==> src/sv/psc_ram.sv <==
`default_nettype none
module psc_ram #(
  parameter int WIDTH = 64,
  parameter int DEPTH = 16,
  localparam int AW = $clog2(DEPTH)
) (
  input  wire logic             clk,
  input  wire logic             we,
  input  wire logic [AW-1:0]    waddr,
  input  wire logic [WIDTH-1:0] wdata,
  input  wire logic [AW-1:0]    raddr,
  output logic      [WIDTH-1:0] rdata
);

  logic [WIDTH-1:0] mem [DEPTH];

  always_ff @(posedge clk) begin
    if (we) begin
      mem[waddr] <= wdata;
    end
    rdata <= mem[raddr];
  end

endmodule
`default_nettype wire

==> config.mk <==
export PLATFORM = sky130hd
export DESIGN_NAME = psc_ram
export DESIGN_NICKNAME = d
export VERILOG_FILES = /design/src/sv/psc_ram.sv
export SDC_FILE = /design/constraint.sdc
export NUM_CORES = 1
export LEC_CHECK = 0
export BUFFER_PORTS_ARGS = -buffer_cell sky130_fd_sc_hd__buf_2
export CAP_MARGIN = 10
export CORE_UTILIZATION = 55
export CTS_CLUSTER_DIAMETER = 120
export DETAILED_ROUTE_END_ITERATION = 8
export GPL_TIMING_DRIVEN = 0
export PLACE_DENSITY = 0.75
export SLEW_MARGIN = 20
export SYNTH_ARGS = -nofsm -noshare
export SYNTH_HDL_FRONTEND = slang
export SYNTH_SLANG_ARGS = --single-unit
==> constraint.sdc <==
create_clock -name clk -period 6.5 [get_ports clk]
set_clock_uncertainty 0.1 [all_clocks]
set_input_delay 1.3 -clock clk [delete_from_list [all_inputs] [get_ports clk]]
set_output_delay 1.3 -clock clk [all_outputs]
set_load 0.005 [all_outputs]
Word level (Yosys, flattened, before mapping) --
Memories as Yosys holds them, arrays and structs flattened. A register that Yosys moved wholly into a read port is not among the register bits. Index checks and enable logic that the tools add are counted.
Storage, ports and cells: memories kept 1, flip-flop bits (word level) 0, memory bits (writable) 1024
Memory list:
- mem | words 16, bits a word 64, rd ports 1, clocked after memory_dff 1, write ports 1, RTL line 15 | logic [WIDTH-1:0] mem [DEPTH];
Operators by class: muxes and demuxes 2
Operator list (number):
- $mux 1 | 2

Depth between registers and ports, before layout --
Gate-level depths: netlist (run 1).
word-level depth 2, gate-level depth with buffers 6, gate-level depth less buffers 3

Least setup slack after synthesis (run 1) --
OpenSTA, ideal clock, no wires.
path type input to register, start input waddr[2], end memory mem[0][0], enable pin, setup time 0.565 ns, setup slack -0.329 ns, buffers on the path 0, data arrival time 6.163 ns, stages 2, data required time 5.835 ns, cell sequence or3b_2 > nor3_1
RTL lines:
- from (decl) | RTL line 9 | input wire logic [AW-1:0] waddr,
- to (decl) | RTL line 15
Straight into the memory's write port.

Final worst setup path (run 1) --
start input we, end memory mem[12][43], enable pin
Between the ends: cells in the longest elaborated chain, start to end 2
RTL lines:
- from (decl) | RTL line 8 | input wire logic we,
- $mux 1 | RTL line 18 | if (we) begin
- $mux 1 (not written as such) | RTL line 19 | mem[waddr] <= wdata;
No other way between the ends.

==> impl_metrics.csv, run 1 <==
group,metric,value,unit
run_status,status,"finished, final reports clean",
finish,area_growth,16.88,%
finish,mostFrequentLayoutCells,"edfxtp_1 (1,024), mux4_2 (256), buf_2 (148), a22oi_1 (128), clkbuf_16 (107)",
sta,fin_crit_sh,46.96,%
yosys,ys_seq_elements,1088,
critical_path,r2r_cells,3,
critical_path,cp.arrival,3.32,ns
power,netSwitchingPower,0.002992,W
drt,drt_first_pass_iters,6,
finish,nFillCells,4365,
finish,multi_input_area,7231,um^2
grt,first_global_vias,20086,
cts,postCtsHoldBufs,0,
power,pwr-share-clk,40.4,%
cts,post-cts-setup-buffers,0,
sta,finalSetupViolCount,0,
sta,slew_headroom,33.60,%
placed_design,portBuffers,135,
floorplan,start_util,56.04,%
sta,fin_crit,3.053,ns
cts,clk_pin_slew_worst_paths,0.06,ns
drt,wl_per_cell,31.13,um
sta,max_freq,0.3276,GHz
grt,antenna_found_initial,10,
sta,worstMarginPinSlew,0.9960,ns
yosys,syn-cell-area,39580,um^2
cts,ctsLongestPathBuffers,3,
drt,drcViolationCount,0,
critical_path,crit_top_cell,"buf_4",
grt,grt_pass1_wl,135700,um
power,switching_share,20.65,%
critical_path,path_max_fanout,8,
cts,cts_root_buf,"clkbuf_16",
critical_path,start_kind,"input pin",
finish,num-nets-final,2034,
floorplan,ioPinCount,138,
critical_path,rr_startpoint,"mem[8][19]",
critical_path,rr_endpoint,"rdata[19]",
flow_run,cap_viol_max_count,0,
cts,worstSkewPairLatency,0.67,ns
yosys,synth_cell_types,18,
grt,grt_max_degree,21,
finish,utilization,65.49,%
cts,cts_num_sinks,1088,
finish,layout_commonest_cell,"edfxtp_1",
placed_design,hpwl,54480,um
critical_path,reg2reg_slack,4.91,ns
floorplan,fp.dieArea,73040,um^2
grt,grt_usage,25.90,%
critical_path,end_kind,"flip-flop",
power,p_leak,14.98,nW
yosys,ys_seq_area_share,80.92,%
power,power_frac_comb,5.1,%
grt,overflow,0,
power,ir_drop,0.1945,mV
cts,cts_resized,0,
placed_design,gp_congestion,0.7226,
power,power_frac_seq,54.5,%
critical_path,cp_slowest_stage_delay,0.71,ns
floorplan,die_w,270.3,um
drt,drtIter0Drc,2642,
finish,drive_above_1_share,32.26,%
cts,cts-buffers-inserted,104,
sta,rsz0062_at_grt,"no",
cts,cts_max_level,3,
critical_path,required,6.76,ns
drt,via_count,19202,
power,internal-power,0.01150,W
finish,regArea,32030,um^2
hold_path,hold_depth,3,
hold_path,hp-class,"reg -> reg",
yosys,yosys_warnings,0,
sta,finalSetupTns,0,ns
floorplan,core_area,70640,um^2
sta,hold_viol,0,
power,power_per_cell_area,313.2,nW/um^2
cts,cts_tree,"built",
drt,ant_nets,0,
sta,worst_hold_slack,0.5549,ns
floorplan,die_h,270.3,um
critical_path,crit_chain,"buf_2 -> nand3_1 -> nor3_2 -> buf_6 -> buf_4 -> buf_4 -> buf_4",
hold_path,worstHoldStart,"mem[12][63]",
floorplan,rows,97,
yosys,syn_nets,1721,
hold_path,holdPathEnd,"rdata[63]",
yosys,synth.avg_cell_area,24.03,um^2
drt,totalWireLength,93160,um
sta,report.final.slew_viol_count,0,
critical_path,critical_path.slowest_cell,"nor3_2",
critical_path,crit_type,"in -> reg",
yosys,syn_inst,1647,
drt,vias_per_cell,6.416,
cells in the mapped netlist:
cell	number	area [um^2]
nand2b_1	2	12.51
edfxtp_1	1024	30750
clkbuf_1	36	135.1
nand3_1	1	5.000
nand3b_1	2	15.01
dfxtp_1	64	1281
buf_2	13	65.06
nor2b_1	2	12.51
nand2_1	65	244.0
buf_1	16	60.06
nor3_1	4	20.02
nor2_1	13	48.80
and2_1	1	6.260
or3b_2	1	8.760
mux4_2	256	5766
buf_6	13	146.4
a22oi_1	128	960.9
buf_4	6	45.04
metal layers:
| layer | GRT usage, % | up-vias | share of wire [%] | routed length (um) |
|---|---|---|---|---|
| met2 | 42.55 | 1196 | 51 | 47340 |
| met3 | 5.370 | 210 | 9.9 | 9252 |
| met1 | 34.88 | 10099 | 36 | 33850 |
| li1 | - | 7689 | - | - |
| met5 | 0 | - | 0.065 | 61 |
| met4 | 8.965 | 8 | 2.9 | 2660 |
how the worst max path moves through the flow:
stage | start | endpoint | slack [ns]
5_1_grt | we | mem[12][43] | 3.42
2_1_floorplan | we | mem[12][0] | 0.05
3_3_place_gp | we | mem[12][47] | -5.67
3_5_place_dp | we | mem[12][47] | 2.81
6_report | we | mem[12][43] | 3.45
4_1_cts | we | mem[12][43] | 3.47
power groups by stage:
stage / Clock [W] / Sequential, W / Combinational (W)
after detailed placement: 0 / 0.00804 / 0.000729
after floorplan: 0 / 0.00804 / 0.000374
final: 0.00586 / 0.00789 / 0.000736
after global routing: 0.00618 / 0.00790 / 0.000779
after global placement: 0 / 0.00804 / 0.000668
after CTS: 0.00591 / 0.00789 / 0.000740
kinds of logic after synthesis:
family	Yosys count	share of synthesized area (%)
mux	256	14.57
simple gates	91	0.9420
buf+inv	84	1.141
flops	1088	80.92
compound gates	128	2.428
per-stage QoR:
step | power [W] | setup slack [ns] | cell area, um^2 | instances
finish | 0.01449 | 3.447 | 46260 | 2993
global route | 0.01486 | 3.416 | 46250 | 2989
CTS | 0.01454 | 3.465 | 46240 | 2986
detailed placement | 0.008766 | 2.807 | 42940 | 2794
global placement | 0.008710 | -5.668 | 41450 | 2722
floorplan | 0.008409 | 0.04884 | 39600 | 1647
state kept, by name, indices dropped and copies added (netlist names):
signal,count
mem,1024
rdata,64
critical path: cells and delay by family:
kind | cells | cell delay [ns]
AND/OR/NAND/NOR | 2 | 1.04
buffers and inverters | 5 | 0.96
final cells by class:
class	instances	area share [%]
Sequential cell	1088	69.24
Timing Repair Buffer	207	4.430
Clock buffer	155	6.415
Buffer	84	0.9764
Antenna cell	7	0.03786
Clock inverter	37	0.7302
Multi-Input combinational cell	475	15.63
Tap cell	940	2.542
(Power assumes the default switching activity.)
==> run 2, diff against run 1 <==
CORE_UTILIZATION = 60   (was 55)
PLACE_DENSITY = 0.77   (was 0.75)
clock period = 3.06 ns   (was 6.5 ns; I/O delays follow)
==> run 2 against run 1 <==
Net effect: design area up 0.42%; first-iteration DRC count down 5.6%; clock power up 130%; flip-flop and latch count unchanged; count of clock-buffer cells in the layout down 25; register-to-register slack worse by 3.4 ns; non-clock buffer count down 6; utilization up 6.2 points; cell count down 3.1%; via count down 0.33%; sequential power up 110%; critical path type unchanged; largest cell class unchanged; highest routed layer unchanged.
==> impl_metrics.csv, run 2 (synthesized netlist as in run 1, its figures left out) <==
group,metric,value,unit
grt,overflow,0,
drt,vias_per_cell,6.599,
critical_path,rr_startpoint,"mem[10][20]",
cts,worstSkewPairLatency,0.69,ns
hold_path,hp-class,"in -> reg",
critical_path,r2r_cells,3,
sta,fin_crit,2.328,ns
power,p_leak,15.12,nW
critical_path,crit_type,"in -> reg",
critical_path,crit_top_cell,"clkbuf_1",
sta,max_freq,0.4296,GHz
drt,totalWireLength,90910,um
floorplan,start_util,61.07,%
sta,finalSetupTns,0,ns
finish,top_register,"mem",
cts,cts_max_level,3,
drt,drt_first_pass_iters,5,
flow_run,cap_viol_max_count,0,
cts,post-cts-setup-buffers,0,
sta,fin_crit_sh,76.07,%
grt,grt_max_degree,20,
critical_path,required,3.55,ns
critical_path,end_kind,"flip-flop",
placed_design,portBuffers,135,
floorplan,rows,93,
critical_path,path_max_fanout,10,
cts,cts_resized,0,
cts,cts-buffers-inserted,103,
drt,drcViolationCount,0,
floorplan,ioPinCount,138,
finish,largest_reg_flops,1024,
cts,cts_tree,"built",
finish,top_regs,"mem x1024, rdata x64",
finish,num-nets-final,2027,
sta,hold_viol,0,
critical_path,rr_endpoint,"rdata[20]",
placed_design,gp_congestion,0.7178,
critical_path,critical_path.slowest_cell,"clkbuf_1",
grt,antenna_found_initial,9,
sta,slew_headroom,35.50,%
grt,first_global_vias,20078,
finish,layout_commonest_cell,"edfxtp_1",
run_status,status,"finished, final reports clean",
finish,drive_above_1_share,32.66,%
grt,grt_pass1_wl,132900,um
sta,finalSetupViolCount,0,
cts,clk_pin_slew_worst_paths,0.06,ns
critical_path,start_kind,"input pin",
sta,rsz0062_at_grt,"no",
critical_path,crit_chain,"buf_2 -> nor2b_1 -> clkbuf_1 -> clkbuf_1 -> a22oi_1 -> nand2_1",
critical_path,cp_slowest_stage_delay,0.77,ns
cts,ctsLongestPathBuffers,3,
floorplan,fp.dieArea,67000,um^2
critical_path,cp.arrival,2.82,ns
power,power_per_cell_area,682.6,nW/um^2
drt,wl_met2,45950,um
cts,cts_num_sinks,1088,
hold_path,worstHoldStart,"wdata[8]",
drt,via_count,19138,
drt,wl_per_cell,31.35,um
drt,drtIter0Drc,2493,
floorplan,die_h,258.8,um
finish,utilization,71.68,%
sta,worstMarginPinSlew,0.9675,ns
cts,postCtsHoldBufs,0,
drt,wl_met3,8678,um
floorplan,die_w,258.8,um
cts,cts_root_buf,"clkbuf_16",
power,ir_drop,0.6152,mV
finish,area_growth,17.37,%
critical_path,reg2reg_slack,1.47,ns
floorplan,core_area,64810,um^2
finish,mostFrequentLayoutCells,"edfxtp_1 (1,024), mux4_2 (256), buf_2 (148), a22oi_1 (128), clkbuf_16 (104)",
drt,ant_nets,0,
hold_path,holdPathEnd,"mem[5][8]",
placed_design,hpwl,53840,um
drt,m1WireLength,33900,um
hold_path,hold_depth,1,
sta,report.final.slew_viol_count,0,
drt,top_layer,"met5",
grt,grt_usage,27.92,%
-- run 2: how the worst max path moves through the flow --
stage                             end  depth (start not counted)     start
after floorplan            mem[12][0]                          2        we
final                       rdata[20]                          6  raddr[3]
after detailed placement    rdata[16]                          5  raddr[2]
after CTS                   rdata[16]                          5  raddr[2]
after global placement    mem[12][39]                          3        we
after global routing        rdata[20]                          6  raddr[3]
-- run 2: per-layer routing --
| layer | global-route usage, % | vias to the layer above |
|---|---|---|
| li1 | - | 7685 |
| met1 | 38.71 | 10083 |
| met2 | 45.53 | 1171 |
| met3 | 5.125 | 185 |
| met4 | 9.484 | 14 |
| met5 | 0 | - |
-- run 2: final cells by class --
class                           count  area, um^2
Timing Repair Buffer              201        2073
Clock inverter                     64       793.3
Antenna cell                        3       7.507
Fill cell                        3526       18360
Clock buffer                      130        2790
Tap cell                          855        1070
Buffer                             84       451.7
Multi-Input combinational cell    475        7239
Sequential cell                  1088       32030
-- run 2: stage by stage --
stage | instance area (um^2) | power [W] | instances | hold WS, ns | worst slack, ns
global route | 46450 | 0.03248 | 2898 | 0.2048 | 0.8355
finish | 46460 | 0.03171 | 2900 | 0.1987 | 0.7323
global placement | 41420 | 0.01847 | 2637 | 0.5575 | -3.716
floorplan | 39680 | 0.01786 | 1647 | 0.5349 | -0.8024
CTS | 46450 | 0.03182 | 2897 | 0.1763 | 0.8080
detailed placement | 42860 | 0.01861 | 2703 | 0.5592 | 0.1079
-- run 2: where the power goes --
group          switching (W)  internal (W)  total [W]
sequential          0.000104        0.0167     0.0168
combinational       0.000919      0.000645    0.00156
clock                0.00548       0.00791     0.0134
-- run 2: critical path: cells and delay by family --
family                 cells  cell delay (ns)
AO/OA/AOI/OAI              1             0.26
buffers and inverters      3             1.55
AND/OR/NAND/NOR            2             0.38
