<file path="src/sv/psc_pkg.sv">
`default_nettype none
package psc_pkg;

  localparam int COORD_W = 32;
  localparam int EDGE_W  = COORD_W + 1;
  localparam int SEP_W   = 36;
  localparam int NOUT_W  = 16;
  localparam int DEPTH_W = 31;
  localparam int VTX_W   = 2 * COORD_W;

  typedef logic signed [COORD_W-1:0] coord_t;

  function automatic coord_t sat_coord(input logic signed [SEP_W+1:0] v);
    logic signed [SEP_W+1:0] hi;
    logic signed [SEP_W+1:0] lo;
    hi = (SEP_W+2)'(64'sh7FFF_FFFF);
    lo = -(SEP_W+2)'(64'sh8000_0000);
    if (v > hi) begin
      sat_coord = coord_t'(hi);
    end else if (v < lo) begin
      sat_coord = coord_t'(lo);
    end else begin
      sat_coord = v[COORD_W-1:0];
    end
  endfunction

endpackage
`default_nettype wire

</file>
<file path="src/sv/psc_norm.sv">
`default_nettype none
// Unit outward normal of one edge: normalize, sum of squares, isqrt, two divides.
module psc_norm #(
  parameter int FRAC = 14,
  localparam int NW = FRAC + 2,
  localparam int EW = psc_pkg::EDGE_W
) (
  input  wire logic                 clk,
  input  wire logic                 rst,
  input  wire logic                 start,
  input  wire logic signed [EW-1:0] ex,
  input  wire logic signed [EW-1:0] ey,
  output logic                      done,
  output logic signed [NW-1:0]      nx,
  output logic signed [NW-1:0]      ny
);

  localparam int MW  = 30;
  localparam int SQW = 2 * MW + 2;
  localparam int LW  = MW + 1;
  localparam int RW  = LW + 1;
  localparam int DW  = MW + FRAC + 2;
  localparam int CNW = $clog2(NW + 1);

  typedef enum logic [7:0] {
    N_IDLE  = 8'b0000_0001,
    N_SHIFT = 8'b0000_0010,
    N_SQX   = 8'b0000_0100,
    N_SQY   = 8'b0000_1000,
    N_SQRT  = 8'b0001_0000,
    N_DSET  = 8'b0010_0000,
    N_DIV   = 8'b0100_0000,
    N_DONE  = 8'b1000_0000
  } nstate_t;

  nstate_t        state;
  logic [EW-1:0]  ux, uy, m;
  logic           xneg, yneg, second;
  logic [SQW-1:0] v, r, bitv, t;
  logic [DW-1:0]  nsh, nval;
  logic [RW-1:0]  rem;
  logic [RW:0]    rem2;
  logic           ge;
  logic [NW-1:0]  q, qx, qy;
  logic [CNW-1:0] cnt;
  logic [MW-1:0]  u;
  logic [LW-1:0]  len;

  assign m    = (ux > uy) ? ux : uy;
  assign t    = r + bitv;
  assign len  = r[LW-1:0];
  assign u    = second ? uy[MW-1:0] : ux[MW-1:0];
  assign nval = (DW'(u) << FRAC) + DW'(len >> 1);
  assign rem2 = {rem, nsh[FRAC+1]};
  assign ge   = rem2 >= (RW+1)'(len);
  assign done = (state == N_DONE);
  assign nx   = yneg ? -$signed(qy) : $signed(qy);
  assign ny   = xneg ? $signed(qx) : -$signed(qx);

  always_ff @(posedge clk) begin
    if (rst) begin
      state <= N_IDLE;
    end else begin
      unique case (state)
        N_IDLE: begin
          if (start) begin
            ux     <= ex[EW-1] ? EW'(-ex) : EW'(ex);
            uy     <= ey[EW-1] ? EW'(-ey) : EW'(ey);
            xneg   <= ex[EW-1];
            yneg   <= ey[EW-1];
            qx     <= '0;
            qy     <= '0;
            second <= 1'b0;
            state  <= (ex == '0 && ey == '0) ? N_DONE : N_SHIFT;
          end
        end
        N_SHIFT: begin
          if (m[EW-1:MW] != '0) begin
            ux <= ux >> 1;
            uy <= uy >> 1;
          end else if (!m[MW-1]) begin
            ux <= ux << 1;
            uy <= uy << 1;
          end else begin
            state <= N_SQX;
          end
        end
        N_SQX: begin
          v     <= SQW'(ux[MW-1:0] * ux[MW-1:0]);
          state <= N_SQY;
        end
        N_SQY: begin
          v     <= v + SQW'(uy[MW-1:0] * uy[MW-1:0]);
          r     <= '0;
          bitv  <= SQW'(1) << (SQW - 2);
          state <= N_SQRT;
        end
        N_SQRT: begin
          if (v >= t) begin
            v <= v - t;
            r <= (r >> 1) + bitv;
          end else begin
            r <= r >> 1;
          end
          bitv <= bitv >> 2;
          if (bitv[0]) begin
            state <= N_DSET;
          end
        end
        N_DSET: begin
          nsh   <= nval;
          rem   <= RW'(nval >> (FRAC + 2));
          q     <= '0;
          cnt   <= '0;
          state <= N_DIV;
        end
        N_DIV: begin
          nsh <= nsh << 1;
          rem <= ge ? RW'(rem2 - (RW+1)'(len)) : RW'(rem2);
          q   <= {q[NW-2:0], ge};
          cnt <= cnt + CNW'(1);
          if (cnt == CNW'(NW - 1)) begin
            if (!second) begin
              qx     <= {q[NW-2:0], ge};
              second <= 1'b1;
              state  <= N_DSET;
            end else begin
              qy    <= {q[NW-2:0], ge};
              state <= N_DONE;
            end
          end
        end
        N_DONE: begin
          state <= N_IDLE;
        end
        default: begin
          state <= N_IDLE;
        end
      endcase
    end
  end

endmodule
`default_nettype wire

</file>
<file path="config.mk">
export PLATFORM = sky130hd
export DESIGN_NAME = psc_norm
export DESIGN_NICKNAME = d
export VERILOG_FILES = /design/src/sv/psc_pkg.sv /design/src/sv/psc_norm.sv
export SDC_FILE = /design/constraint.sdc
export NUM_CORES = 2
export LEC_CHECK = 0
export BUFFER_PORTS_ARGS = -buffer_cell sky130_fd_sc_hd__buf_2
export CORE_UTILIZATION = 61
export DETAILED_ROUTE_END_ITERATION = 16
export HOLD_SLACK_MARGIN = 0.15
export PLACE_DENSITY_LB_ADDON = 0.2
export SLEW_MARGIN = 10
export SYNTH_ARGS = -nofsm -noshare
export SYNTH_HDL_FRONTEND = slang
export SYNTH_SLANG_ARGS = --single-unit
</file>
<file path="constraint.sdc">
create_clock -name clk -period 8.81 [get_ports clk]
set_input_delay 2.2025 -clock clk [delete_from_list [all_inputs] [get_ports clk]]
set_output_delay 2.2025 -clock clk [all_outputs]
set_load 0.01 [all_outputs]
</file>
Yosys cells after proc, flatten, opt, wreduce, memory -nomap -nowiden. Index checks and enable logic that the tools add are counted.

ROM bits: 0. Input port bits: 69. Output and inout bits: 33. Flip-flop bits (word level): 363. Bits in writable memories: 0. Bits in latches: 0. Logic and storage cells: 110. Memories: 0.

Reduce and logical (&&, ||, !) cells: 18. Bitwise gates (word level): 1. Add/subtract/negate cells: 11. Multiplexer cells: 42. Div/mod/pow operators: 0. $lt $le $gt $ge: 3. Multiply operators: 2. Shifts and indexed selects: 0. Eq/ne operators: 18.

Operator list (count): 33-bit two-way mux (9); 62-bit one-hot mux with 2 select lines (2); 62-bit one-hot mux with 3 select lines (1); 33-bit one-hot mux with 2 select lines (2); 62-bit two-way mux (2); 30-bit by 30-bit multiplier with 60-bit output (2); 16-bit two-way mux (7); 16-bit one-hot mux with 2 select lines (3); 33-bit logical NOT (2); 33-bit negation (2); 32-bit one-hot mux with 2 select lines (1); 61-bit by 62-bit adder with 62-bit output (1); 62-bit by 60-bit adder with 62-bit output (1); 62-bit adder (1); 62-bit greater-or-equal comparator (1); 62-bit subtractor (1); 8-bit two-way mux (7); 8-bit one-hot mux with 7 select lines (1); 44-bit by 30-bit adder with 45-bit output (1); 33-bit by 31-bit greater-or-equal comparator with 1-bit output (1); 33-bit > comparator (1); 32-bit two-way mux (1); 16-bit negation (2); 32-bit by 31-bit subtractor with 32-bit output (1); other kinds (25) (42).

Depth between registers and ports, before layout.
Depth after elaboration: 5. Gate-level depth with buffers: 33. Depth with buffers taken out: 31.

Worst setup path after synthesis. OpenSTA, ideal clock, no wires.

Path kind: register to register. Start point: register r[2]. End point: register v[0] (enable). Buffers on the path: 3. Slack: -0.224 ns. Stages on the path, launching flop included: 28. Period minus slack after synthesis: 9.034 ns. Data arrival time: 8.515 ns. Cells stage by stage: edfxtp_1 -> ha_1 -> a31oi_1 -> o21ai_0 -> a21oi_1 -> o31ai_1 -> a31oi_1 -> o31ai_1 -> a21boi_0 -> nor2_1 -> nor2_1 -> xor2_1 -> ha_1 -> clkbuf_1 -> a21oi_1 -> o21ai_0 -> a21o_1 -> a21oi_1 -> o21ai_0 -> a31oi_1 -> o21ai_0 -> a21oi_1 -> o21bai_2 -> nor2b_1 -> clkbuf_1 -> buf_2 -> nand2_1 -> a31oi_1.

Word-level cells in the longest chain between the ends: 4.

Ends and longest elaborated chain: start: declaration (RTL line psc_norm.sv:39) `logic [SQW-1:0] v, r, bitv, t;`; start signal: assignment (RTL line psc_norm.sv:101) `r <= (r >> 1) + bitv;`; start signal: assignment (RTL line psc_norm.sv:103) `r <= r >> 1;`; 62-bit adder (RTL line psc_norm.sv:50) `assign t = r + bitv;`; 62-bit greater-or-equal comparator (RTL line psc_norm.sv:99) `if (v >= t) begin`; 2-bit != test (no source line); 3-bit AND reduction (no source line); end signal: assignment (RTL line psc_norm.sv:89) `v <= SQW'(ux[MW-1:0] * ux[MW-1:0]);`; end signal: assignment (RTL line psc_norm.sv:93) `v <= v + SQW'(uy[MW-1:0] * uy[MW-1:0]);`; end signal: assignment (RTL line psc_norm.sv:100) `v <= v - t;`; end: declaration (RTL line psc_norm.sv:39).

Every way passes these cells. A chain may end at the register's enable or synchronous reset.

Worst setup path after layout.
Start point: register uy[29]. End point: register v[61], data pin.

Word-level cells in the longest chain between the ends: 3.

Ends and longest elaborated chain: start: declaration (RTL line psc_norm.sv:37) `logic [EW-1:0] ux, uy, m;`; start signal: assignment (RTL line psc_norm.sv:68) `uy <= ey[EW-1] ? EW'(-ey) : EW'(ey);`; start signal: assignment (RTL line psc_norm.sv:80) `uy <= uy >> 1;`; start signal: assignment (RTL line psc_norm.sv:83) `uy <= uy << 1;`; 30-bit by 30-bit multiplier with 60-bit output (RTL line psc_norm.sv:93); 62-bit by 60-bit adder with 62-bit output (RTL line psc_norm.sv:93); 62-bit one-hot mux with 3 select lines (RTL line psc_norm.sv:64) `unique case (state)`.

Every way passes these cells.

==> impl_results.md <==
- Clk_lat worst skew: 0.64 ns
- First-pass GRT wire length: around 380 mm
- Most frequent cells in the layout: inv_1, fa_1, nand2_1
- Die ar.: 130600 µm²
- Hold/Removal Path Class: reg2reg
- Slew @ Worst Pin: roughly 1.0 ns
- Vias per inst: between 5 and 6
- Clock slew at reported path FFs: roughly 0.070 ns
- Worst slew margin: between 20% and 30%
- Post-Synth Adder-Cell Area: 48.45%
- Layout cell share with drive strength beyond 1: 6.095%
- Min Tclk post-route: approximately 8.6 ns
- RR Endpoint: v[61]
- # clock sinks: about 330
- Yosys warning count: 0
- Yosys reg bits: roughly 330
- Finished Layout Cells: around 10000
- Unique masters post-synth: 80
- Post-synth top area cell: fa_1
- I/O pins: a little over 100
- Grt ovf: 0
- GP Congestion: roughly 1.0
- Post-DRT Antenna Nets: 0
- Top_reg_cell synth: edfxtp_1
- CTS tree: built
- Crit path kind: reg2reg
- HPWL after DPL: 203.8 mm
- Fin. Hold Viols: 0
- TritonCTS buffer count: 42
- Nets: between 10000 and 15000
- Clock Tree Root: clkbuf_16
- Fin worst setup slack: between 0.2 and 0.3 ns
- Cells after Synth: 8672
- Area of the mapped netlist: ~79000 µm²
- Number of global-route vias before repair: 65473
- Area contributors post-synth: fa_1, edfxtp_1, ha_1, inv_1, nand2_1
- Post-synthesis mux area share: less than 1%
- Final period utilization: a little over nine tenths
- Pre-CTS setup slack: 0.03264 ns
- Part of the Yosys area used for sequential elements: between 10% and 20%
- Largest net degree at the start of global routing: 87
- Synth async-reset ratio: 0%
- Core area: 127800 µm²
- FF-to-FF path depth: 26
- Commonest non-fill, non-tap cell in the layout: inv_1
- Max-Cap Viols: 0
- Share of the synthesized area in the top cell type: around 37%
- DRC violations left: 0
- IO Port Bufs: just over 100
- Crit path capture type: register
- Max Slew Vio Count: 0
- Gr usage total: between 30% and 40%
- Total wire length: between 200 and 250 mm
- Area Overhead vs Synth: 6.458%
- Number of DRC markers in iteration 0: about 5800
- Hold endpoint: nsh[14]
- Drt wl/cell: around 24 µm
- Post-Synth Simple-Gate Area: between 10% and 20%
- DP Cell Count: 10352
- Clock buffer depth: 3
- Max H-tree Level: 2
- Worst reg2reg startpoint: uy[29]
- Hold Path Depth: 2
- Compound-Gate Fraction of Synth Area: 10.68%
- Antenna violations before repair: 12
- R2r setup slk: ~0.26 ns
- FP Rows: around 130
- Post-synthesis xor/xnor area fraction: 4.757%
- DIE HEIGHT: between 300 and 400 µm
- Syn Area/Cell: just over 9 µm²
- EDFF count, synth: between 300 and 400
- Outcome: completed
- Hold Slack: between 0.5 and 0.6 ns
- Initial Util: about three fifths
- CP Launch Type: register
- Unrepaired setup endpoints after global routing: true
- Setup tns final: 0 ns
- Post-synth net total: about 11000
- Horiz. Die Dim: 361.4 µm
- DR vias: between 60000 and 70000
- Clk_skew: about 0.036 ns
- Maximum clock frequency: approximately 120 MHz
- CP Data Required Time: approximately 9 ns
- # setup viols final: 0
- Crit path DAT: between 8 and 9 ns
- Largest family of logic cells by synthesized area: adder cells
- Hold Path Origin: nsh[13]
- CP max FO: 19
- DRT Pass-1 Iters: 8
==> worst max-delay path by stage <==
| stage | from | slack [ns] | depth (start not counted) | end |
|---|---|---|---|---|
| floorplan | ux[18] | 0.58 | 27 | v[49] |
| global placement | uy[10] | 0.04 | 28 | v[59] |
| global route | uy[24] | -0.005 | 27 | v[61] |
| finish | uy[29] | 0.26 | 26 | v[61] |
| detailed placement | uy[10] | 0.03 | 28 | v[59] |
| CTS | uy[10] | 0.05 | 27 | v[51] |
==> cell type report <==
type,count,area (µm²)
diodes,5,12.51
clock buffers,48,1074
well taps,1662,2079
clock inverters,27,347.8
fillers,10553,43960
multi-input cells,6132,60790
repair buffers,364,2654
inverters,1875,7043
flip-flops and latches,332,9889
==> Yosys cell counts (33+ instances only) <==
master / count
fa_1: 1451
nand2b_1: 34
nor2_1: 591
edfxtp_1: 324
nand3_1: 68
nand2_1: 913
xor2_1: 164
clkbuf_1: 292
a31oi_1: 149
nand4_1: 72
inv_1: 1855
xnor2_1: 264
o21ai_0: 280
a211oi_1: 54
and3_1: 38
nor2b_1: 39
ha_1: 730
o31ai_1: 35
o21a_1: 33
and2_1: 244
a21oi_1: 299
nor3_1: 48
o21bai_1: 51
a21o_1: 179
a22oi_1: 35
==> layer usage <==
| layer | vias up | GRT usage, % | routed length (µm) |
|---|---|---|---|
| met3 | 702 | 7.805 | 22960 |
| met5 | - | 0.3700 | 168 |
| met1 | 30859 | 49.33 | 93280 |
| met4 | 16 | 22.32 | 17590 |
| li1 | 27639 | - | - |
| met2 | 2919 | 62.27 | 112700 |
==> state kept, by name, summed over array words and instances (netlist names) <==
signal	flops
uy	33
rem	32
second	1
qy	16
bitv	31
cnt	5
xneg	1
yneg	1
qx	16
state	8
q	15
ux	33
v	62
r	62
nsh	16
==> stage by stage <==
| step | instance area, µm² | utilization (%) |
|---|---|---|
| after floorplan | 78810 | - |
| after global placement | 82230 | 64.32 |
| after detailed placement | 82240 | 64.33 |
| after CTS | 83660 | 65.44 |
| after global routing | 83880 | 65.61 |
| final | 83890 | 65.62 |
==> cell families after synthesis <==
family                     Yosys count
buffers and inverters             2208
xor gates and xnor gates           428
DFF                                332
muxes                               43
AOI/OAI and AO/OA                 1308
and+or+nand+nor                   2172
adders and majority gates         2181
==> critical path, cell delays in order (launching register included) <==
cell and delay, ns:
edfxtp_1 0.47, inv_1 0.13, buf_4 0.27, nor2_1 0.45
inv_1 0.13, fa_1 0.53, inv_1 0.06, fa_1 0.53
fa_1 0.45, fa_1 0.53, fa_1 0.44, fa_1 0.53
fa_1 0.43, ha_1 0.29, ha_1 0.36, a21o_1 0.18
a21oi_1 0.33, o21ai_0 0.14, a21o_1 0.22, a221oi_1 0.36
o21ai_2 0.18, a21oi_1 0.37, a21oi_2 0.16, a41o_1 0.28
a21oi_1 0.19, xnor2_1 0.15, o22ai_1 0.10
==> repair_timing <==
action,in CTS,in global routing
gates cloned,0,0
endpoints found under the setup margin,2,38
buffers inserted,0,13
pin swaps,0,3
hold buffers,0,0
gates resized for setup,1,25
Power is left out: the tool's default activity adds up to more than one toggle a clock period on the data nets, which glitch-free logic cannot reach.
